--- config.mk ---
export PLATFORM = sky130hd
export DESIGN_NAME = lis_search
export DESIGN_NICKNAME = d
export VERILOG_FILES = /design/src/rtl/longest_increasing_subsequence_top_macros.svh /design/src/rtl/lis_pkg.sv /design/src/rtl/lis_search.sv
export SDC_FILE = /design/constraint.sdc
export NUM_CORES = 1
export LEC_CHECK = 0
export BUFFER_PORTS_ARGS = -buffer_cell sky130_fd_sc_hd__buf_2
export CAP_MARGIN = 20
export CELL_PAD_IN_SITES_DETAIL_PLACEMENT = 1
export CELL_PAD_IN_SITES_GLOBAL_PLACEMENT = 2
export CORE_MARGIN = 2
export CORE_UTILIZATION = 29
export CTS_CLUSTER_SIZE = 20
export DETAILED_ROUTE_END_ITERATION = 10
export GPL_TIMING_DRIVEN = 0
export PLACE_DENSITY = 0.82
export SLEW_MARGIN = 30
export SYNTH_ARGS = -nofsm -noshare
export SYNTH_HDL_FRONTEND = slang
export SYNTH_SLANG_ARGS = --single-unit
--- constraint.sdc ---
create_clock -name clk_i -period 18.85 [get_ports clk_i]
set_clock_uncertainty 0.2 [all_clocks]
set_input_delay 3.77 -clock clk_i [delete_from_list [all_inputs] [get_ports clk_i]]
set_output_delay 3.77 -clock clk_i [all_outputs]
set_load 0.02 [all_outputs]
--- src/rtl/longest_increasing_subsequence_top_macros.svh ---
// Assertion macros for the LIS block.
// Both expect clk_i and rst_ni in the scope where they are used.
`ifndef LONGEST_INCREASING_SUBSEQUENCE_TOP_MACROS_SVH
`define LONGEST_INCREASING_SUBSEQUENCE_TOP_MACROS_SVH

`ifndef SYNTHESIS

// Property must hold at every clock edge outside reset.
`define LIS_ASSERT(lbl, prop, msg) \
  lbl: assert property (@(posedge clk_i) disable iff (!rst_ni) (prop)) else $error(msg);

// Condition must never be seen outside reset.
`define LIS_ASSERT_NEVER(lbl, cond, msg) \
  lbl: assert property (@(posedge clk_i) disable iff (!rst_ni) !(cond)) else $error(msg);

`else

`define LIS_ASSERT(lbl, prop, msg)
`define LIS_ASSERT_NEVER(lbl, cond, msg)

`endif

`endif

--- src/rtl/lis_pkg.sv ---
package lis_pkg;

  // Sequence limits
  localparam int unsigned MAX_ITEMS  = 1024;
  localparam int unsigned VALUE_BITS = 16;

  // Table index and count widths
  localparam int unsigned IDX_W = $clog2(MAX_ITEMS);
  localparam int unsigned CNT_W = $clog2(MAX_ITEMS + 1);

  // Fixed port widths
  localparam int unsigned IN_VALUE_W = 16;
  localparam int unsigned LEVEL_W    = 11;
  localparam int unsigned INDEX_W    = 10;

  typedef logic [VALUE_BITS-1:0] val_t;
  typedef logic [CNT_W-1:0]      cnt_t;
  typedef logic [IDX_W-1:0]      idx_t;

  // Search sequencer states
  typedef enum logic {
    SR_IDLE,
    SR_SEARCH
  } srch_state_e;

  // Search start request
  typedef struct packed {
    logic start;
    val_t value;
    cnt_t hi;
  } srch_req_t;

  // Search completion
  typedef struct packed {
    logic done;
    cnt_t lo;
  } srch_rsp_t;

  // Tails memory port
  typedef struct packed {
    logic wr_en;
    idx_t wr_addr;
    val_t wr_data;
    idx_t rd_addr;
  } mem_req_t;

endpackage

--- src/rtl/lis_search.sv ---
module lis_search (
  input  logic               clk_i,
  input  logic               rst_ni,
  input  lis_pkg::srch_req_t req_i,
  output lis_pkg::srch_rsp_t rsp_o,
  output lis_pkg::mem_req_t  mem_o,
  input  lis_pkg::val_t      rdata_i
);
  import lis_pkg::*;

  srch_state_e state_q, state_d;

  cnt_t lo_q, lo_d;
  cnt_t hi_q, hi_d;
  cnt_t mid_q, mid_d;
  val_t val_q, val_d;

  logic less;
  cnt_t lo_n, hi_n, mid_n, half_hi;
  logic found;

  // Shared compare step: narrow [lo, hi) around the tail read at mid
  always_comb begin
    less    = rdata_i < val_q;
    lo_n    = less ? mid_q + CNT_W'(1) : lo_q;
    hi_n    = less ? hi_q : mid_q;
    mid_n   = lo_n + ((hi_n - lo_n) >> 1);
    found   = lo_n >= hi_n;
    half_hi = req_i.hi >> 1;
  end

  // Next state
  always_comb begin
    state_d = state_q;
    unique case (state_q)
      SR_IDLE: begin
        if (req_i.start && (req_i.hi != '0)) begin
          state_d = SR_SEARCH;
        end
      end
      SR_SEARCH: begin
        if (found) begin
          state_d = SR_IDLE;
        end
      end
      default: state_d = SR_IDLE;
    endcase
  end

  // Outputs and datapath updates
  always_comb begin
    mem_o   = '0;
    rsp_o   = '0;
    lo_d    = lo_q;
    hi_d    = hi_q;
    mid_d   = mid_q;
    val_d   = val_q;
    unique case (state_q)
      SR_IDLE: begin
        if (req_i.start) begin
          lo_d  = '0;
          hi_d  = req_i.hi;
          mid_d = half_hi;
          val_d = req_i.value;
          if (req_i.hi == '0) begin
            // Empty table: value goes straight to the first tail
            mem_o.wr_en   = 1'b1;
            mem_o.wr_addr = '0;
            mem_o.wr_data = req_i.value;
            rsp_o.done    = 1'b1;
            rsp_o.lo      = '0;
          end else begin
            mem_o.rd_addr = half_hi[IDX_W-1:0];
          end
        end
      end
      SR_SEARCH: begin
        lo_d  = lo_n;
        hi_d  = hi_n;
        mid_d = mid_n;
        if (found) begin
          mem_o.wr_en   = 1'b1;
          mem_o.wr_addr = lo_n[IDX_W-1:0];
          mem_o.wr_data = val_q;
          rsp_o.done    = 1'b1;
          rsp_o.lo      = lo_n;
        end else begin
          mem_o.rd_addr = mid_n[IDX_W-1:0];
        end
      end
      default: ;
    endcase
  end

  always_ff @(posedge clk_i or negedge rst_ni) begin
    if (!rst_ni) begin
      state_q <= SR_IDLE;
    end else begin
      state_q <= state_d;
    end
  end

  // Search bounds and value
  always_ff @(posedge clk_i) begin
    lo_q  <= lo_d;
    hi_q  <= hi_d;
    mid_q <= mid_d;
    val_q <= val_d;
  end

endmodule
==> impl_results.md, run 1 <==
- Clk buf depth: 2
- Cells after Synth: 462
- I/O pin count: 95
- Crit path DAT: 9.40 ns
- Final period utilization: 70.9%
- Worst Tran Pin Value: 0.812 ns
- Buffers on Ports: 94
- Hold Path End: lo_q[9]$_SDFFCE_PN0P_
- Overflow after GRT: 0
- Slew Limit Fails: 0
- Starting Density: 30.0%
- RSZ-0062 raised after global routing: false
- CTS root buffer: clkbuf_16
- Layout Nets: 647
- Initial detailed-routing violation count: 174
- CTS tree: yes
- Largest net degree at the start of global routing: 34
- Die ar.: 15,400 um2
- Synth async-reset ratio: 2.00%
- Hpwl dp: 10,600 um
- Primary FF master, synth: edfxtp_1
- Synthesized Nets: 545
- Finish-stage setup viols: 0
- R2R Path Start: val_q[11]$_DFFE_PP_
- Residual DRC: 0
- WP data required: 14.88 ns
- # clock sinks: 50
- Worst setup SP type: input pin
- CP endpoint kind: primary output
- Critical path peak fanout: 10
- All-Layer GR Usage: 16.9%
- Minimum clock period: 13.37 ns
- Initial antenna violation count: 0
- Area growth from synthesis to layout: 20.7%
- Fin. Hold Viols: 0
- R2r setup slk: 12.45 ns
- Row Count: 43
- Cts bufs inserted: 5
- First-pass GRT wire length: 21,100 um
- Worst rel slew slack: 45.7%
- Horiz. Die Dim: 124 um
- Via Count: 3,694
- Fraction of layout cells with a size suffix above 1: 27.1%
- CTS resizes: 0
- Drt first pass iters: 4
- Final wirelength: 13,000 um
- Vias in the first global route: 3,991
- Mapped Area: 4190 um2
- Register area share after synthesis: 35.7%
- Worst r2r dst: mid_q[10]$_SDFFCE_PN0P_
- Post-synth EDFFs: 49
- WS Path Type: in -> out
- H-tree levels: 2
- Cell variety after synth: 66
- TNS Setup: 0 ns
- Postcts setup bufs: 0
- Die Height: 124 um
- WL/cell: 17.5 um
- Placer Congestion: 0.830
- Worst Hold Depth: 2
- Worst R2R Path Depth: 23
- Routed Antenna Nets: 0
- HP Class: reg -> reg
- Synth Register Bits: 50
- Post-DR vias/cell: 4.97
- Insertion delay to the later sink of the worst-skew pair: 0.29 ns
- Max Cap Viol: 0
- Core area: 14,000 um2
- Ys Warns: 0
- Fin Hold WS: 0.470 ns
- Clock Pin Slew Worst Setup and Hold Paths: 0.06 ns
- FMAX: 74.8 MHz
- N_diodes: 0
- Cts hold-fix bufs: 0
- Mean Syn Cell Area: 9.07 um2
- Hold path startpoint: lo_q[9]$_SDFFCE_PN0P_
- Outcome: finished, final reports clean
## through the flow
step	worst slack [ns]	util (%)	std cells	area, um2
final	5.48	36.2	744	5060
after floorplan	6.73	-	462	4190
after detailed placement	5.53	35.2	737	4920
after global routing	4.96	36.2	744	5060
after global placement	5.58	34.9	736	4890
after CTS	5.48	36.2	744	5060
## worst max-delay path: stages
cell,delay [ns]
buf_2,0.10
ha_1,0.31
nand4_1,0.16
nor3_1,0.33
a311oi_4,0.18
nand2_2,0.20
buf_1,0.53
clkbuf_1,0.48
a21oi_1,0.30
ha_1,0.30
a21oi_1,0.14
and2b_1,0.23
nor2_1,0.17
o21ai_0,0.12
a21oi_1,0.26
xnor2_1,0.13
ha_1,0.42
nand2_1,0.11
o31ai_1,0.29
a21oi_1,0.09
o21ai_0,0.22
xor2_1,0.23
a22o_1,0.17
buf_2,0.17
## cell type report
cell class,count,area [um2]
fill,1713,8930
multi-input combinational,350,2420
sequential,50,1500
timing repair buffer,95,498
tap,180,225
buffer,25,146
inverter,37,139
clock buffer,7,133
## how the worst max path moves through the flow
stage                           start       end  slack [ns]
after floorplan           rdata_i[14]  mem_o[7]        6.73
after CTS                 rdata_i[11]  mem_o[9]        5.48
after detailed placement  rdata_i[11]  mem_o[9]        5.53
after global placement    rdata_i[11]  mem_o[9]        5.58
final                     rdata_i[11]  mem_o[9]        5.48
after global routing      rdata_i[11]  mem_o[9]        4.96
## registers in the layout, summed over array words and instances, names as in the netlist
signal	flops
val_q	16
lo_q	11
state_q	1
mid_q	11
hi_q	11
## placed cells by master, fill, tap and decap left out, types with 2 or more instances in the layout
master,Yosys,layout
maj3_1,2,2
and3_1,4,4
inv_1,37,37
edfxtp_1,49,49
nor2_1,57,56
a21o_1,11,11
clkbuf_16,0,5
nor3_1,8,8
a221o_1,2,2
o21ai_2,10,10
nor4_1,3,3
and2_1,4,4
nand4_1,2,2
nand3_1,11,11
nand2b_1,6,6
clkbuf_1,8,10
o21ai_0,24,24
o211ai_1,2,2
nand2_1,45,44
or2_2,2,2
buf_2,3,97
buf_4,11,11
o22ai_1,3,3
mux2_2,11,11
nand2_2,2,3
buf_1,2,2
a22o_1,2,2
and4_1,2,2
o21ai_1,4,4
nor3b_1,2,2
xnor2_1,16,16
nor2b_1,4,4
a31oi_1,2,2
a21oi_1,33,33
xor2_1,8,8
ha_1,36,36
mux2i_1,4,4
## synth_stat cells (all sizes together), types with 2 or more instances
cell type / number / area share, %
a31o: 2 / 0.42
nor3b: 2 / 0.36
o21ai: 38 / 5.4
and2: 6 / 0.93
mux2: 12 / 3.2
a21o: 12 / 2.2
a221oi: 2 / 0.57
or2: 2 / 0.30
nand2b: 6 / 0.90
nand2: 47 / 4.3
nand4: 2 / 0.30
and4: 2 / 0.42
ha: 36 / 11
xnor2: 16 / 3.3
and3: 4 / 0.60
a22o: 3 / 0.66
nor2b: 4 / 0.60
inv: 37 / 3.3
buf: 17 / 2.8
o22ai: 3 / 0.45
a31oi: 3 / 0.60
maj3: 2 / 0.48
clkbuf: 8 / 0.72
a311oi: 2 / 0.84
a221o: 2 / 0.48
a21oi: 33 / 3.9
edfxtp: 49 / 35
mux2i: 4 / 0.96
xor2: 8 / 1.7
o211ai: 2 / 0.36
nor3: 8 / 0.96
nand3: 11 / 1.3
nor4: 3 / 0.45
nor2: 57 / 5.1
o21bai: 2 / 0.45
## cell families (layout without fill, tap and decap cells)
| logic type | after synthesis | after routing | share of synthesized area [%] |
|---|---|---|---|
| compound gates | 115 | 115 | 19.7 |
| simple gates | 156 | 156 | 16.9 |
| fa+ha+maj | 39 | 39 | 11.7 |
| buf+inv | 62 | 164 | 6.81 |
| mux | 16 | 16 | 4.18 |
| flops | 50 | 50 | 35.7 |
| xor+xnor | 24 | 24 | 5.01 |
## layer usage
metal,wire [um],vias to the layer above,track usage [%]
met2,6380,61,28.9
met3,427,9,2.58
met4,125,0,3.70
li1,-,1836,-
met5,0,-,0
met1,6080,1788,22.7
Power of run 1 is not shown: default switching activity piles up to over one toggle a cycle in this logic, so the estimate is an artifact.
==> inputs of run 2 (changes only) <==
--- a/config.mk
+++ b/config.mk
@@ -5,6 +5,7 @@
 export SDC_FILE = /design/constraint.sdc
 export NUM_CORES = 1
 export LEC_CHECK = 0
+export ABC_AREA = 1
 export BUFFER_PORTS_ARGS = -buffer_cell sky130_fd_sc_hd__buf_2
 export CAP_MARGIN = 20
 export CELL_PAD_IN_SITES_DETAIL_PLACEMENT = 1
@@ -14,7 +15,7 @@
 export CTS_CLUSTER_SIZE = 20
 export DETAILED_ROUTE_END_ITERATION = 10
 export GPL_TIMING_DRIVEN = 0
-export PLACE_DENSITY = 0.82
+export PLACE_DENSITY = 0.85
 export SLEW_MARGIN = 30
 export SYNTH_ARGS = -nofsm -noshare
 export SYNTH_HDL_FRONTEND = slang
==> constraint.sdc (replaced) <==
create_clock -name clk_i -period 13.1 [get_ports clk_i]
set_clock_uncertainty 0.2 [all_clocks]
set_input_delay 2.62 -clock clk_i [delete_from_list [all_inputs] [get_ports clk_i]]
set_output_delay 2.62 -clock clk_i [all_outputs]
set_load 0.02 [all_outputs]
==> impl_results.md, run 2 <==
- Multi-input gate area: 2240 um2
- Drt first pass iters: 4
- # clock sinks: 50
- Worst rel slew slack: 52.2%
- N_diodes: 0
- Cell variety after synth: 39
- Fraction of layout cells with a size suffix above 1: 24.1%
- Worst setup SP type: input pin
- Mapped Area: 4140 um2
- Slew Limit Fails: 0
- Initial detailed-routing violation count: 183
- Worst Tran Pin Value: 0.717 ns
- Area growth from synthesis to layout: 21.9%
- R2R Path Start: val_q[7]$_DFFE_PP_
- Post-layout worst setup margin: 2.95 ns
- Via Count: 3,976
- Synth Register Bits: 50
- Critical path's slowest cell: clkbuf_1
- Mux contribution to synthesized area: 0.242%
- Met1 Track Usage GR: 24.0%
- GR Layer Usage met2: 31.8%
- Compound-gate portion of the synthesized area: 12.4%
- Post-place setup slack: 2.93 ns
- Residual DRC: 0
- Final period utilization: 77.5%
- Routed Antenna Nets: 0
- Cts bufs inserted: 5
- Register area share after synthesis: 36.1%
- Post-synth EDFFs: 49
- All-Layer GR Usage: 18.1%
- Area share of the largest cell type after synthesis: 35.5%
- Clk buf depth: 2
- Largest Register: val_q
- CTS tree: yes
- Synth area leader: edfxtp_1
- Critical path peak fanout: 10
- Horiz. Die Dim: 124 um
- Hold path startpoint: hi_q[6]$_DFFE_PP_
- RSZ-0062 raised after global routing: false
- Post-DR vias/cell: 4.88
- Placer Congestion: 0.860
- Postcts setup bufs: 0
- HP Class: reg -> reg
- Minimum clock period: 10.15 ns
- Filler cells: 1,739
- Finish-stage setup viols: 0
- WL/cell: 16.2 um
- CTS root buffer: clkbuf_16
- Most common cell after layout, fill and taps aside: nand2_1
- Combinational family with the most area after synthesis: simple AND/OR/NAND/NOR gates
- Overflow after GRT: 0
- Hpwl dp: 10,800 um
- Grt met3 use: 1.71%
- Max reg flops: 16
- Cells after Synth: 532
- TNS Setup: 0 ns
- H-tree levels: 2
- FMAX: 98.5 MHz
- Fin. Hold Viols: 0
- Row Count: 43
- Layout Nets: 717
- Setup crit start: rdata_i[7]
- Xor/xnor cell area share of the yosys netlist: 3.17%
- Register area: 1500 um2
- Post-synthesis adder-cell area fraction: 11.4%
- CP endpoint kind: primary output
- Most frequent cells in the layout: 126 x nand2_1, 94 x buf_2, 70 x inv_1
- Most frequent cells after synthesis: 127 x nand2_1, 70 x inv_1, 49 x edfxtp_1, 45 x nand3_1
- Slowest Stage Delay on Critical Path: 0.51 ns
- Starting Density: 29.7%
- Largest net degree at the start of global routing: 26
- Die Height: 124 um
- Die ar.: 15,300 um2
- CTS resizes: 0
- Buffers on Ports: 94
- Clock Pin Slew Worst Setup and Hold Paths: 0.07 ns
- Synthesized Nets: 615
- Outcome: finished, final reports clean
- Core area: 13,900 um2
- WP data required: 10.28 ns
- Crit path DAT: 7.33 ns
- I/O pin count: 95
- Cts hold-fix bufs: 0
- Ys Warns: 0
- Most used routing layer: met2
- Insertion delay to the later sink of the worst-skew pair: 0.30 ns
- Top-count cell post-synth: nand2_1
- Crit-path most repeated cell: nand2_1
- Primary FF master, synth: edfxtp_1
- Mean Syn Cell Area: 7.79 um2
- WS Path Type: in -> out
- Synth async-reset ratio: 2.00%
- Max Cap Viol: 0
- First-pass GRT wire length: 21,300 um
- Fin util: 36.2%
- Initial antenna violation count: 0
- Area contributors post-synth: edfxtp_1 36%, nand2_1 12%, ha_1 11%, inv_1 6.3%, nand3_1 5.4%
- Vias in the first global route: 4,155
- Synth Area in Simple Gates: 26.6%
- Final wirelength: 13,200 um
==> run 2: kinds of logic (layout without fill, tap and decap cells) <==
| group | count (synthesis) | count (layout) |
|---|---|---|
| fa+ha+maj | 37 | 37 |
| xor+xnor | 15 | 15 |
| buf+inv | 97 | 200 |
| compound gates | 87 | 87 |
| mux | 1 | 1 |
| flops | 50 | 50 |
| simple gates | 245 | 245 |
==> run 2: final cells by class <==
cell class	count	share of cell area (%)
multi-input cells	385	44.3
flip-flops and latches	50	29.6
repair buffers	95	9.86
inverters	73	5.42
well taps	180	4.46
plain buffers	24	2.92
clock buffers	7	2.82
clock inverters	1	0.595
==> run 2: final timing paths <==
| path | end | slack, ns | depth (start not counted) |
|---|---|---|---|
| worst max-delay path | mem_o[9] | 2.95 | 29 |
| max in group asynchronous | state_q$_DFF_PN0_ | 10.72 | 1 |
| min in group asynchronous | state_q$_DFF_PN0_ | 1.89 | 1 |
| worst max register to register | mid_q[10]$_SDFFCE_PN0P_ | 7.64 | 30 |
| worst min-delay path | hi_q[6]$_DFFE_PP_ | 0.46 | 4 |
| worst min register to register | hi_q[6]$_DFFE_PP_ | 0.46 | 4 |
==> run 2: critical path: cells and delay by family <==
kind,cells,cell delay (ns)
mux,1,0.32
compound gates,3,0.57
xor+xnor,1,0.17
simple gates,14,1.36
fa+ha+maj,4,1.04
buf+inv,6,1.23
==> run 2: per-layer routing <==
metal	wire [um]	vias up
met4	176	0
met1	6030	1912
met2	6450	80
met3	533	10
met5	0	-
li1	-	1974
==> run 2: stage by stage <==
stage | instances | hold WS, ns | area (um2)
after floorplan | 532 | 0.395 | 4140
after global placement | 806 | 0.421 | 4840
after detailed placement | 807 | 0.437 | 4880
after CTS | 815 | 0.457 | 5050
after global routing | 815 | 0.521 | 5050
final | 815 | 0.458 | 5050
Power of run 2 is left out for the same reason.
==> inputs of run 3 (changes only) <==
--- a/config.mk
+++ b/config.mk
@@ -11,11 +11,11 @@
 export CELL_PAD_IN_SITES_DETAIL_PLACEMENT = 1
 export CELL_PAD_IN_SITES_GLOBAL_PLACEMENT = 2
 export CORE_MARGIN = 2
-export CORE_UTILIZATION = 29
+export CORE_UTILIZATION = 28
 export CTS_CLUSTER_SIZE = 20
 export DETAILED_ROUTE_END_ITERATION = 10
 export GPL_TIMING_DRIVEN = 0
-export PLACE_DENSITY = 0.85
+export PLACE_DENSITY = 0.86
 export SLEW_MARGIN = 30
 export SYNTH_ARGS = -nofsm -noshare
 export SYNTH_HDL_FRONTEND = slang
==> constraint.sdc (replaced) <==
create_clock -name clk_i -period 8.2 [get_ports clk_i]
set_clock_uncertainty 0.2 [all_clocks]
set_input_delay 1.64 -clock clk_i [delete_from_list [all_inputs] [get_ports clk_i]]
set_output_delay 1.64 -clock clk_i [all_outputs]
set_load 0.02 [all_outputs]
==> impl_results.md, run 3 (same netlist as run 2, synthesis figures left out) <==
- Outcome: finished, final reports clean
- Clock Pin Slew Worst Setup and Hold Paths: 0.06 ns
- Slew Limit Fails: 0
- Drt first pass iters: 4
- First-pass GRT wire length: 21,300 um
- N_diodes: 0
- Overflow after GRT: 0
- FMAX: 129 MHz
- Layout Nets: 717
- HP Class: reg -> reg
- CTS tree: yes
- CP endpoint kind: primary output
- Insertion delay to the later sink of the worst-skew pair: 0.30 ns
- Area growth from synthesis to layout: 21.6%
- Residual DRC: 0
- WL/cell: 16.1 um
- Final period utilization: 94.3%
- Max Cap Viol: 0
- # clock sinks: 50
- Worst Tran Pin Value: 0.700 ns
- Core area: 14,500 um2
- I/O pin count: 95
- Horiz. Die Dim: 126 um
- Critical path peak fanout: 10
- Worst setup SP type: input pin
- Cts bufs inserted: 5
- Cts hold-fix bufs: 0
- H-tree levels: 2
- All-Layer GR Usage: 16.9%
- Vias in the first global route: 4,171
- TNS Setup: 0 ns
- Routed Antenna Nets: 0
- Most common cell after layout, fill and taps aside: nand2_1
- Most frequent cells in the layout: 126 x nand2_1, 94 x buf_2, 70 x inv_1
- Initial detailed-routing violation count: 162
- Fin. Hold Viols: 0
- Post-DR vias/cell: 4.82
- Largest Register: val_q
- RSZ-0062 raised after global routing: false
- Via Count: 3,948
- Buffers on Ports: 94
- Final wirelength: 13,200 um
- Placer Congestion: 0.831
- WS Path Type: in -> out
- Fraction of layout cells with a size suffix above 1: 24.7%
- Postcts setup bufs: 0
- Largest net degree at the start of global routing: 26
- Hpwl dp: 10,800 um
- WP data required: 6.36 ns
- Filler cells: 1,796
- CTS root buffer: clkbuf_16
- Die Height: 126 um
- Finish-stage setup viols: 0
- Minimum clock period: 7.73 ns
- Die ar.: 15,800 um2
- Row Count: 44
- Initial antenna violation count: 0
- Starting Density: 28.6%
- Max reg flops: 16
- Worst rel slew slack: 53.0%
- Crit path DAT: 5.89 ns
- Clk buf depth: 2
-- run 3: timing repair --
| action | 4_1_cts | 5_1_grt |
|---|---|---|
| gates resized for setup | 0 | 14 |
| hold endpoints to repair | 0 | 0 |
| setup endpoints to repair | 0 | 6 |
-- run 3: through the flow --
stage                     hold slack, ns  setup WS [ns]  cell area (um2)  utilization [%]  std cells
after CTS                          0.460         0.0211             5020             34.7        819
after global routing               0.514         0.0693             5040             34.8        819
final                              0.453          0.467             5040             34.8        819
after global placement             0.423          0.137             4840             33.5        810
after floorplan                    0.395           1.09             4140                -        532
after detailed placement           0.442         0.0498             4880             33.7        811
-- run 3: per-layer routing --
| layer | share of wire (%) | global-route usage [%] |
|---|---|---|
| met5 | 0 | 0 |
| met4 | 1.9 | 5.29 |
| met3 | 3.3 | 1.91 |
| met2 | 49 | 29.0 |
| met1 | 46 | 22.2 |
-- run 3: path summary, 6_finish.rpt --
kind / startpoint / to / slack (ns) / cells past startpoint
hold reg to reg: hi_q[10]$_DFFE_PP_ / hi_q[10]$_DFFE_PP_ / 0.45 / 4
setup / recovery: rdata_i[15] / mem_o[9] / 0.47 / 26
setup reg to reg: val_q[15]$_DFFE_PP_ / mid_q[10]$_SDFFCE_PN0P_ / 3.11 / 31
hold / removal: hi_q[10]$_DFFE_PP_ / hi_q[10]$_DFFE_PP_ / 0.45 / 4
max in group asynchronous: rst_ni / state_q$_DFF_PN0_ / 6.82 / 1
min in group asynchronous: rst_ni / state_q$_DFF_PN0_ / 0.90 / 1
-- run 3: worst max-delay path, cell delays in order --
cell and delay, ns:
buf_2 0.10, ha_1 0.30, nand2_1 0.09, inv_1 0.05
nand3_2 0.08, inv_1 0.06, a21oi_2 0.22, nand2_4 0.13
clkbuf_2 0.21, o21ai_0 0.37, inv_1 0.16, ha_1 0.37
nand2_1 0.08, o21ai_0 0.24, a31oi_1 0.11, o21ai_0 0.31
xor2_1 0.15, ha_1 0.38, nand2_1 0.07, nor2_1 0.18
nand4_1 0.13, nand3_1 0.11, nand2_1 0.07, nand3_1 0.07
nand2_1 0.05, buf_2 0.15
-- run 3: area by class of cell --
cell class	count	area [um2]	area share, %
Buffer	24	154	3.06
Multi-Input combinational cell	385	2240	44.6
Clock inverter	1	7.51	0.149
Clock buffer	7	133	2.63
Timing Repair Buffer	95	498	9.89
Tap cell	184	230	4.57
Inverter	73	274	5.44
Sequential cell	50	1500	29.7
Power of run 3 is left out for the same reason.
